## src/rtl/brfle_pkg.sv

```systemverilog
// ----------------------------------------------------------------------------
// brfle_pkg
// Shared constants, types and helpers of the byte ring FIFO with line extract.
// ----------------------------------------------------------------------------
package brfle_pkg;

   localparam int STORE_DEPTH = 1024;
   localparam int MAX_BURST   = 64;
   localparam int ADDR_W      = $clog2(STORE_DEPTH);
   localparam int LEVEL_W     = $clog2(STORE_DEPTH + 1);
   localparam int SUM_W       = ADDR_W + 1;
   localparam int DATA_W      = 8;
   localparam int KIND_W      = 2;
   localparam int COUNT_W     = 7;
   localparam int OFFSET_W    = 10;
   localparam int LEN_W       = 6;

   localparam logic [DATA_W-1:0] NEWLINE_BYTE = 8'h0A;

   typedef enum logic [KIND_W-1:0] {
      KIND_WRITE = 2'd0,
      KIND_READ  = 2'd1,
      KIND_PEEK  = 2'd2,
      KIND_LINE  = 2'd3
   } kind_type;

   typedef enum logic [2:0] {
      ST_IDLE,
      ST_RD_ADDR,
      ST_RD_DATA,
      ST_PK_ADDR,
      ST_PK_DATA,
      ST_LN_ADDR,
      ST_LN_DATA,
      ST_LN_NONE
   } state_type;

   typedef struct packed {
      logic load;
      logic write_emit;
      logic rd_issue;
      logic pop_emit;
      logic peek_issue;
      logic peek_emit;
      logic scan_issue;
      logic scan_next;
      logic line_start;
      logic none_emit;
   } cmd_type;

   typedef struct packed {
      logic out_free;
      logic burst_last;
      logic scan_done;
      logic newline;
   } status_type;

   // pos + step, wrapped once at the capacity
   function automatic logic [ADDR_W-1:0] ring_add(input logic [ADDR_W-1:0]  pos,
                                                  input logic [SUM_W-1:0]   step,
                                                  input logic [LEVEL_W-1:0] cap);
      logic [SUM_W:0] sum;
      sum = {2'b00, pos} + {1'b0, step};
      if (sum >= (SUM_W + 1)'(cap)) begin
         sum = sum - (SUM_W + 1)'(cap);
      end
      return sum[ADDR_W-1:0];
   endfunction

   function automatic logic [COUNT_W-1:0] clamp_count(input logic [COUNT_W-1:0] c);
      logic [COUNT_W-1:0] r;
      r = c;
      if (c == '0) begin
         r = COUNT_W'(1);
      end else if (c > COUNT_W'(MAX_BURST)) begin
         r = COUNT_W'(MAX_BURST);
      end
      return r;
   endfunction

   function automatic logic [LEVEL_W-1:0] clamp_capacity(input logic [LEVEL_W-1:0] v);
      logic [LEVEL_W-1:0] r;
      r = v;
      if (v == '0) begin
         r = LEVEL_W'(1);
      end else if (v > LEVEL_W'(STORE_DEPTH)) begin
         r = LEVEL_W'(STORE_DEPTH);
      end
      return r;
   endfunction

endpackage

```

## src/rtl/brfle_ctrl.sv

```systemverilog
// ----------------------------------------------------------------------------
// brfle_ctrl
// Sequencer: accepts one request at a time and steps the datapath through
// writes, burst reads, peeks and the newline scan / line pop.
// ----------------------------------------------------------------------------
module brfle_ctrl
   import brfle_pkg::*;
(
   input  logic       clock,
   input  logic       reset,
   input  logic       req_valid,
   output logic       req_stall,
   input  kind_type   kind,
   input  status_type status,
   output cmd_type    cmd
);

   state_type state_ff, state_in;
   logic      accept;

   assign accept = (state_ff == ST_IDLE) && req_valid && status.out_free;

   always_comb begin
      state_in = state_ff;
      case (state_ff)
         ST_IDLE: begin
            if (accept) begin
               case (kind)
                  KIND_WRITE: state_in = ST_IDLE;
                  KIND_READ:  state_in = ST_RD_ADDR;
                  KIND_PEEK:  state_in = ST_PK_ADDR;
                  KIND_LINE:  state_in = ST_LN_ADDR;
                  default:    state_in = ST_IDLE;
               endcase
            end
         end
         ST_RD_ADDR: state_in = ST_RD_DATA;
         ST_RD_DATA: begin
            if (status.out_free) begin
               state_in = status.burst_last ? ST_IDLE : ST_RD_ADDR;
            end
         end
         ST_PK_ADDR: state_in = ST_PK_DATA;
         ST_PK_DATA: begin
            if (status.out_free) begin
               state_in = ST_IDLE;
            end
         end
         ST_LN_ADDR: state_in = status.scan_done ? ST_LN_NONE : ST_LN_DATA;
         ST_LN_DATA: state_in = status.newline ? ST_RD_ADDR : ST_LN_ADDR;
         ST_LN_NONE: begin
            if (status.out_free) begin
               state_in = ST_IDLE;
            end
         end
         default: state_in = ST_IDLE;
      endcase
   end

   always_comb begin
      cmd       = '0;
      req_stall = 1'b1;
      case (state_ff)
         ST_IDLE: begin
            req_stall      = !status.out_free;
            cmd.load       = accept;
            cmd.write_emit = accept && (kind == KIND_WRITE);
         end
         ST_RD_ADDR: cmd.rd_issue   = 1'b1;
         ST_RD_DATA: cmd.pop_emit   = status.out_free;
         ST_PK_ADDR: cmd.peek_issue = 1'b1;
         ST_PK_DATA: cmd.peek_emit  = status.out_free;
         ST_LN_ADDR: cmd.scan_issue = !status.scan_done;
         ST_LN_DATA: begin
            cmd.line_start = status.newline;
            cmd.scan_next  = !status.newline;
         end
         ST_LN_NONE: cmd.none_emit  = status.out_free;
         default:    cmd            = '0;
      endcase
   end

   always_ff @(posedge clock) begin
      if (reset) begin
         state_ff <= ST_IDLE;
      end else begin
         state_ff <= state_in;
      end
   end

endmodule

```

## config.mk

```make
export PLATFORM = sky130hd
export DESIGN_NAME = brfle_ctrl
export DESIGN_NICKNAME = d
export VERILOG_FILES = /design/src/rtl/brfle_pkg.sv /design/src/rtl/brfle_ctrl.sv
export SDC_FILE = /design/constraint.sdc
export NUM_CORES = 1
export LEC_CHECK = 0
export BUFFER_PORTS_ARGS = -buffer_cell sky130_fd_sc_hd__buf_4
export CORE_AREA = 2 2 39 41
export CTS_CLUSTER_DIAMETER = 30
export CTS_CLUSTER_SIZE = 40
export DETAILED_ROUTE_END_ITERATION = 6
export DIE_AREA = 0 0 41 43
export PLACE_DENSITY = 0.62
export SYNTH_ARGS = -nofsm -noshare
export SYNTH_HDL_FRONTEND = slang
export SYNTH_SLANG_ARGS = --single-unit
```

## constraint.sdc

```tcl
create_clock -name clock -period 1.1 [get_ports clock]
set_input_delay 0.22 -clock clock [delete_from_list [all_inputs] [get_ports clock]]
set_output_delay 0.22 -clock clock [all_outputs]
set_load 0.02 [all_outputs]
```

==> results of run 1 <==
[layout by cell type, fill, tap and decap left out, types with 2 or more instances in the layout]
cell type and instances:
buf_4 34, buf_6 15, nand2_1 5, nor2_1 3, a21oi_1 3, clkbuf_4 3, dfxtp_4 3, nor3_4 2
nor2b_4 2, and2_4 2, nor2_2 2, and3b_1 2, nor3_1 2
[metal layers]
layer | track usage (%) | up-vias
met5 | 0 | -
met4 | 8.00 | 0
met3 | 3.66 | 2
met2 | 28.4 | 15
met1 | 22.1 | 244
li1 | - | 275
[worst min path at each step]
stage          cells past startpoint          end  slack (ns)  start
4_1_cts                            2  state_ff[0]        0.14  reset
3_5_place_dp                       2  state_ff[2]        0.41  reset
6_report                           2  state_ff[0]        0.15  reset
5_1_grt                            2  state_ff[0]        0.15  reset
2_1_floorplan                      1  state_ff[2]        0.28  reset
3_3_place_gp                       2  state_ff[2]        0.40  reset
[cell type report]
| type | count | area share (%) |
|---|---|---|
| inverters | 1 | 0.416 |
| repair buffers | 49 | 47.0 |
| flip-flops and latches | 3 | 7.91 |
| multi-input cells | 42 | 39.5 |
| well taps | 16 | 2.22 |
| clock buffers | 4 | 2.91 |
[cell families after synthesis]
group                  after synthesis  synth area share [%]
flip-flops                           3                  17.0
AND/OR/NAND/NOR                     29                  47.7
XOR/XNOR                             1                  2.47
AO/OA/AOI/OAI                       11                  24.7
buffers and inverters                4                  5.30
multiplexers                         1                  2.83
[critical path: stages, from the launching register on]
cell	delay [ns]
dfxtp_4	0.34
buf_6	0.12
nor2b_4	0.11
and3_4	0.18
and2_4	0.13
buf_6	0.10
[power by group]
part	internal, mW	switching, mW
sequential	0.124	0.0151
clock	0.137	0.0731
combinational	0.331	0.246
total	0.592	0.334
[through the flow]
stage / cell area, µm² / total power [mW] / setup slack (ns) / std cells / utilization, %
3_5_place_dp: 703 / 0.580 / -0.197 / 100 / 50.8
2_1_floorplan: 425 / 0.381 / -0.0723 / 49 / -
4_1_cts: 866 / 0.897 / -0.359 / 113 / 62.6
3_3_place_gp: 703 / 0.577 / -0.202 / 100 / 50.8
6_report: 902 / 0.926 / -0.360 / 115 / 65.2
5_1_grt: 902 / 0.983 / -0.402 / 115 / 65.2
[repair_timing]
item,in CTS,in global routing
pin swaps,5,5
setup buffers,9,2
hold endpoints to repair,0,0
resized for setup,20,5
setup endpoints to repair,14,14
==> results.md, run 1 <==
* Status: finished, violations left
* Failing checks: negative setup slack
* First-pass DRT Iterations at 3
* FFs w/ async S/R, synth at 0%
* WS Path Type: reg2out
* Ranking of synthesized cells by area: dfxtp_1, nand2_1, nor2_1
* Post-CTS Hold Buffers at 0
* Gpl congestion at 0.799
* Overall Global Routing Usage at ~18%
* Setup crit start kind: register
* Die H at 43 µm
* Min Clock Period, post-route at 1.46 ns
* Met3 WL at 58 µm
* Post-route setup slack at -0.360 ns
* Register Area at around 70 µm²
* CP arrival at roughly 1.2 ns
* Main synth FF type: dfxtp_1
* R2r worst-path depth at 7
* DR WL met2 at approximately 660 µm
* Fmax at around 0.68 GHz
* Worst Tran Pin Value at about 0.21 ns
* Share of the synthesized area in the top cell type at 17.0%
* Clk sinks at 3
* Core box area at between 1000 and 1500 µm²
* Max FFs per register at 3
* Synthesis-to-finish area growth at 155%
* Syn Nets at 58
* Pleak at 0.424 nW
* CTS clock-pin slew for the worst setup and hold paths at 0.04 ns
* R2R Path Start: state_ff[0]
* Worst-skew pair later-pin latency at 0.25 ns
* Pin count of the biggest net entering global routing at 8
* Row cnt at 14
* Hpwl dp at between 800 and 900 µm
* Area leader, netlist: dfxtp_1
* Max Cap Violations at 0
* Regs by FF count: state_ff: 3 flops
* Crit Path Max Fanout at 3
* Die Wd at 41 µm
* Initial antenna violation count at 0
* Root Driver: clkbuf_4
* Drt total wl at ~1.3 mm
* Drc violations at 0
* Top sig layer: met4
* R2R setup slack at -0.35 ns
* CP startpoint: state_ff[0]
* Filler instances at roughly 120
* Die ar. at 1760 µm²
* Nets at around 110
* Critical Path End Type: output port
* Setup TNS at -4.31 ns
* Post-synthesis register bit count at 3
* Worst Setup EP: cmd[8]
* PD cells at just over 1000 nW/µm²
* Fin crit share at 133%
* Vias in the first global route at 499
* Final Setup Violations at 14
* Initial Util at roughly 26%
* Post-route antenna net violation count at 0
* Io pins at 20
* Slew Limit Fails at 0
* Vias per cell at 4.66
* H-tree depth at 1
* Worst R2R End: state_ff[1]
* Slew margin rel. at around 86%
* GRT overflow at 0
* Post-synth EDFFs at 0
* Synth warn at 0
* DR iter-0 viols at 8
* Worst hold-check path type: in2reg
* Final hold vios at 0
* TritonCTS clock tree: built
* Largest reg by FF count: state_ff
* Worst Skew at 0.00171 ns
* Sequential area share after synthesis at ~17%
* RSZ-0062 raised after global routing: yes
* Syn Inst Count at between 40 and 50
* Number of inserted diodes at 0
* Count of cell types in the netlist at 25
* TritonCTS buffer count at 3
* Area of the multi-input gates at 357 µm²
* # port buffers at 19
* First-pass GRT wire length at around 2.1 mm
* Maximum root-to-sink buffer count at 2
* Via count at roughly 540
* Worst ir drop on vdd at just over 0.5 mV
* Worst EP required at 0.88 ns
* Routed len/inst at around 12 µm
* Synthesized area at between 300 and 400 µm²
* Synth cell count leaders: nand2_1, nor2_1, nor3_1
* Syn avg cell area at ~7.2 µm²
* Share of layout cells above drive strength 1 at roughly three quarters
* Hold WS at 0.145 ns
* M1 WL at between 500 and 600 µm
Power figures use the tool's default switching activity.
==> run 2, diff against run 1 <==
--- a/config.mk
+++ b/config.mk
@@ -15,3 +15,4 @@
 export SYNTH_ARGS = -nofsm -noshare
 export SYNTH_HDL_FRONTEND = slang
 export SYNTH_SLANG_ARGS = --single-unit
+export TNS_END_PERCENT = 20
==> results.md, run 2 (synthesis gave the netlist of run 1 again) <==
* Status: finished, violations left
* Failing checks: negative setup slack
* RSZ-0062 raised after global routing: yes
* Post-CTS Hold Buffers at 0 (unchanged)
* Post-route antenna net violation count at 0 (unchanged)
* Setup crit start kind: register
* Nets at 97 (-11%)
* Slew Limit Fails at 0 (unchanged)
* Initial antenna violation count at 0 (unchanged)
* Worst-skew pair later-pin latency at 0.24 ns (about the same)
* Drc violations at 0 (unchanged)
* PD cells at 1010 nW/µm² (-1.7%)
* Core box area at 1380 µm² (unchanged)
* Design Area, Final at 781 µm² (-13%)
* Cell mode on critical path: buf_6
* Sequential Power Share at 19.1% (+4.0 points)
* Drt total wl at 1.15 mm (-13%)
* Worst ir drop on vdd at 0.746 mV (+44%)
* Net switching power at 0.285 mW (-15%)
* TritonCTS buffer count at 3 (unchanged)
* Die Wd at 41 µm (unchanged)
* TritonCTS clock tree: built
* Buf+Inv Stages, Crit Path at 2 (unchanged)
* Root Driver: clkbuf_4
* Total power at 0.788 mW (-15%)
* GRT overflow at 0 (unchanged)
* Number of inserted diodes at 0 (unchanged)
* Pleak at 0.356 nW (-16%)
* Worst path cell trace: buf_6 > nor2_4 > and3_4 > and2_4 > buf_6
* First-pass GRT wire length at 1.95 mm (-8.8%)
* Maximum root-to-sink buffer count at 2 (unchanged)
* Share of layout cells above drive strength 1 at 70.1% (-4.6 points)
* Fin crit share at 130% (-2.4 points)
* Die H at 43 µm (unchanged)
* Final Setup Violations at 14 (unchanged)
* Die ar. at 1760 µm² (unchanged)
* Synthesis-to-finish area growth at 120%
* Filler instances at 127 (+5.0%)
* Slew margin rel. at 80.9% (-5.1 points)
* Post-Layout Cell Count at 103 (-10%)
* DR iter-0 viols at 6 (-2)
* Placed Instances at 97 (-3.0%)
* Initial Util at 25.6% (unchanged)
* Final hold vios at 0 (unchanged)
* Clock power share at 24.9% (+2.2 points)
* Crit Path Max Fanout at 6 (+3)
* Regs by FF count: state_ff: 3 flops
* Post-route setup slack at -0.334 ns (+0.0264 ns)
* Via count at 476 (-11%)
* # port buffers at 19 (unchanged)
* Most frequent cells in the layout: buf_4, buf_6, nand2_1
* Min Clock Period, post-route at 1.43 ns (-0.0264 ns)
* Largest reg by FF count: state_ff
* Row cnt at 14 (unchanged)
* CP arrival at 1.21 ns (-0.03 ns)
* H-tree depth at 1 (unchanged)
* Clk sinks at 3 (unchanged)
* Max Cap Violations at 0 (unchanged)
* CP top delay family: simple AND/OR/NAND/NOR gates
* Worst EP required at 0.88 ns (about the same)
* Fmax at 0.697 GHz (+1.8%)
* Vias in the first global route at 435 (-13%)
* First-pass DRT Iterations at 3 (unchanged)
* Critical-path top delay cell: dfxtp_4
* CTS clock-pin slew for the worst setup and hold paths at 0.04 ns (about the same)
* Pin count of the biggest net entering global routing at 8 (unchanged)
* Post-DP Area at 692 µm² (-1.6%)
* Overall Global Routing Usage at 16.4% (-1.6 points)
* Max FFs per register at 3 (unchanged)
* Slowest stage delay, CP at 0.35 ns (about the same)
* Switching portion of total power at 36.2% (+0.14 points)
* Logic pwr share at 56.0% (-6.2 points)
* Area of the multi-input gates at 338 µm² (-5.3%)
* Routed len/inst at 11.2 µm (-3.0%)
* Hpwl dp at 877 µm (-0.78%)
* Io pins at 20 (unchanged)
* Register Area at 71.3 µm² (unchanged)
* Int Pwr at 0.502 mW (-15%)
* Worst hold-check path type: in2reg
* Setup TNS at -3.35 ns (+0.968 ns)
* WS Path Type: reg2out
* Most common library cell in the layout ignoring fill and taps: buf_4
* Worst Skew at 0.000306 ns (-0.00140 ns)
* Critical Path End Type: output port
* Worst Tran Pin Value at 0.285 ns (+0.0768 ns)
* Vias per cell at 4.62 (-0.85%)
* Gpl congestion at 0.759 (-4.9%)
[run 2: changes by cell type in the layout (fill, tap and decap cells not counted), sizes merged]
| cell | change |
|---|---|
| buf | -12 |
[run 2: per-stage QoR]
step	hold slack (ns)	utilization [%]	setup WS (ns)
2_1_floorplan	0.282	-	-0.0868
3_3_place_gp	0.403	50.0	-0.179
3_5_place_dp	0.408	50.0	-0.228
4_1_cts	0.147	56.1	-0.344
5_1_grt	0.142	56.4	-0.391
6_report	0.153	56.4	-0.334
[run 2: final timing paths]
path | cells after the start | to | from | slack, ns
min reg2reg | 3 | state_ff[1] | state_ff[1] | 0.67
max reg2reg | 5 | state_ff[1] | state_ff[2] | -0.29
min | 2 | state_ff[0] | reset | 0.15
max | 5 | cmd[8] | state_ff[2] | -0.33
[run 2: per-layer routing]
layer / track usage [%] / up-vias / wire [µm]
met2: 23.8 / 12 / 594
met5: 0 / - / 0
met1: 22.2 / 213 / 496
met4: 4.00 / 0 / 0
li1: - / 251 / -
met3: 6.28 / 0 / 60
[run 2: cell type report]
type / count / share of cell area [%]
Clock buffer: 4 / 3.37
Sequential cell: 3 / 9.13
Multi-Input combinational cell: 42 / 43.3
Tap cell: 16 / 2.56
Inverter: 1 / 0.481
Timing Repair Buffer: 37 / 41.2
[run 2: repair_timing]
item	CTS	global route
setup endpoints to repair	14	14
setup buffers	2	0
pin swaps	4	1
gates resized for setup	17	1
endpoints found under the hold margin	0	0
[run 2: power groups by stage]
stage                     Combinational (mW)  Sequential (mW)  Clock (mW)
after floorplan                        0.236            0.141           0
after global placement                 0.403            0.149           0
after detailed placement               0.409            0.150           0
after CTS                              0.444            0.150       0.204
after global routing                   0.476            0.154       0.218
final                                  0.441            0.150       0.196
==> run 3, diff against run 2 <==
--- a/config.mk
+++ b/config.mk
@@ -11,7 +11,7 @@
 export CTS_CLUSTER_SIZE = 40
 export DETAILED_ROUTE_END_ITERATION = 6
 export DIE_AREA = 0 0 41 43
-export PLACE_DENSITY = 0.62
+export PLACE_DENSITY = 0.6
 export SYNTH_ARGS = -nofsm -noshare
 export SYNTH_HDL_FRONTEND = slang
 export SYNTH_SLANG_ARGS = --single-unit
==> constraint.sdc (replaced) <==
create_clock -name clock -period 1.5 [get_ports clock]
set_input_delay 0.3 -clock clock [delete_from_list [all_inputs] [get_ports clock]]
set_output_delay 0.3 -clock clock [all_outputs]
set_load 0.02 [all_outputs]
==> results.md, run 3 (synthesis gave the netlist of run 1 again) <==
* Worst path cell trace: nor2_2 > and3_1 > and2_1 > buf_4
* Gpl congestion at 0.854 (+12%)
* Fin crit share at slightly below 100%
* Sequential Power Share at 23.7% (+4.6 points)
* Buf+Inv Stages, Crit Path at 1 (-1)
* Initial antenna violation count at 0 (unchanged)
* Max FFs per register at 3 (unchanged)
* TritonCTS buffer count at 3 (unchanged)
* Busiest grt layer: met2
* Min Clock Period, post-route at roughly 1.5 ns
* Worst hold-check path type: in2reg
* Overall Global Routing Usage at 10.4% (-5.9 points)
* Filler instances at 146 (+15%)
* H-tree depth at 1 (unchanged)
* Logic pwr share at 46.4% (-9.6 points)
* Fmax at around 0.7 GHz
* Die H at 43 µm (unchanged)
* Most frequent cells in the layout: buf_4, nand2_1, nor2_1, nor3_1
* Net switching power at 0.176 mW (-38%)
* R2R Path Start: state_ff[1]
* Slew margin rel. at 77.9% (-3.0 points)
* Hpwl dp at 712 µm (-19%)
* Vias per cell at 4.60 (-0.56%)
* Maximum root-to-sink buffer count at 2 (unchanged)
* Die Wd at 41 µm (unchanged)
* Post-CTS Hold Buffers at 0 (unchanged)
* Post-route antenna net violation count at 0 (unchanged)
* Critical Path End Type: output port
* CP top delay family: simple AND/OR/NAND/NOR gates
* Pin count of the biggest net entering global routing at 12 (+4)
* First-pass GRT wire length at 1.32 mm (-32%)
* Root Driver: clkbuf_4
* Min-Delay Startpoint: reset
* Core box area at 1380 µm² (unchanged)
* Post-DP Area at 532 µm² (-23%)
* GR Util met1 at 13.8% (-8.4 points)
* Crit Path Max Fanout at 9 (+3)
* Slowest stage delay, CP at 0.37 ns (+0.02 ns)
* Worst-skew pair later-pin latency at 0.23 ns (about the same)
* GRT overflow at 0 (unchanged)
* Post-Layout Cell Count at 89 (-14%)
* CP arrival at 1.17 ns (-0.04 ns)
* Nets at 83 (-14%)
* R2r worst-path depth at 4 (-1)
* Design Area, Final at 582 µm² (-25%)
* Slew Limit Fails at 0 (unchanged)
* Synthesis-to-finish area growth at 64.3%
* Int Pwr at 0.300 mW (-40%)
* Io pins at 20 (unchanged)
* Setup crit start kind: register
* WHS Path Cells at 2 (unchanged)
* PD cells at 818 nW/µm² (-19%)
* Drc violations at 0 (unchanged)
* Regs by FF count: state_ff: 3 flops
* CP startpoint: state_ff[1]
* Total power at 0.476 mW (-40%)
* Die ar. at 1760 µm² (unchanged)
* Worst Tran Pin Value at 0.328 ns (+0.0430 ns)
* WS Path Type: reg2out
* Row cnt at 14 (unchanged)
* Drt total wl at 908 µm (-21%)
* Met3 usage at 1.57% (-4.7 points)
* Setup TNS at 0 ns (+3.35 ns)
* Vias in the first global route at 335 (-23%)
* Max Cap Violations at 0 (unchanged)
* Final Setup Violations at 0 (-14)
* Worst ir drop on vdd at 0.420 mV (-44%)
* Via count at 409 (-14%)
* Switching portion of total power at 37.0% (+0.75 points)
* Worst EP required at 1.20 ns (+0.32 ns)
* First-pass DRT Iterations at 1 (-2)
* DR iter-0 viols at 0 (-6)
* Share of layout cells above drive strength 1 at 52.1% (-18 points)
* Status: completed
* TritonCTS clock tree: built
* Critical Path Stages at 4 (-1)
* Clock power share at 30.0% (+5.1 points)
* Final Core Density at 42.0% (-14 points)
* Routed len/inst at 10.2 µm (-8.7%)
* Met2 layer usage reported by global route at 16.3% (-7.5 points)
* Clk sinks at 3 (unchanged)
* Largest reg by FF count: state_ff
* Most common library cell in the layout ignoring fill and taps: buf_4
* Number of inserted diodes at 0 (unchanged)
* Worst Skew at 0.00570 ns (+0.00539 ns)
* Placed Instances at 85 (-12%)
* Critical-path top delay cell: dfxtp_4
* RSZ-0062 raised after global routing: yes
* # port buffers at 19 (unchanged)
* Final hold vios at 0 (unchanged)
* Initial Util at 25.6% (unchanged)
* CTS clock-pin slew for the worst setup and hold paths at 0.04 ns (about the same)
* Pleak at 0.254 nW (-29%)
==> run 3: cell types whose count changed in the layout (fill, tap and decap cells not counted), moves of 2 or more <==
cell,delta
buf_6,-9
nor3_1,+2
nor2_1,+2
buf_4,-3
==> run 3: final cells by class <==
cell class	count	area [µm²]	area share (%)
tap	16	20.0	3.44
inverter	1	3.75	0.645
timing repair buffer	23	173	29.7
multi-input combinational	42	290	49.9
clock buffer	4	26.3	4.52
sequential	3	68.8	11.8
==> run 3: final timing paths <==
check                endpoint  slack (ns)
setup reg to reg  state_ff[1]        0.22
hold / removal    state_ff[2]        0.24
setup / recovery       cmd[8]        0.03
hold reg to reg   state_ff[2]        0.70
==> run 3: metrics by stage <==
stage / setup slack [ns] / hold WS [ns]
floorplan: 0.0108 / 0.365
global placement: 0.134 / 0.485
detailed placement: 0.0840 / 0.488
CTS: 0.0103 / 0.232
global route: -0.0193 / 0.245
finish: 0.0320 / 0.242
==> run 3: repair_timing <==
action | CTS | global route
pin swaps | 0 | 0
setup endpoints to repair | 5 | 4
gates resized for setup | 6 | 3
setup buffers | 0 | 0
==> run 3: power by group through the flow <==
stage | Combinational [mW] | Clock [mW] | Sequential [mW]
final | 0.221 | 0.143 | 0.113
after global routing | 0.242 | 0.149 | 0.115
after CTS | 0.218 | 0.150 | 0.112
after detailed placement | 0.216 | 0 | 0.110
after global placement | 0.215 | 0 | 0.110
after floorplan | 0.148 | 0 | 0.101
==> run 3: metal layers <==
metal | vias to the layer above | part of all wire [%]
met3 | 0 | 5.7
met1 | 174 | 46
met2 | 12 | 48
met5 | - | 0
li1 | 223 | -
met4 | 0 | 0
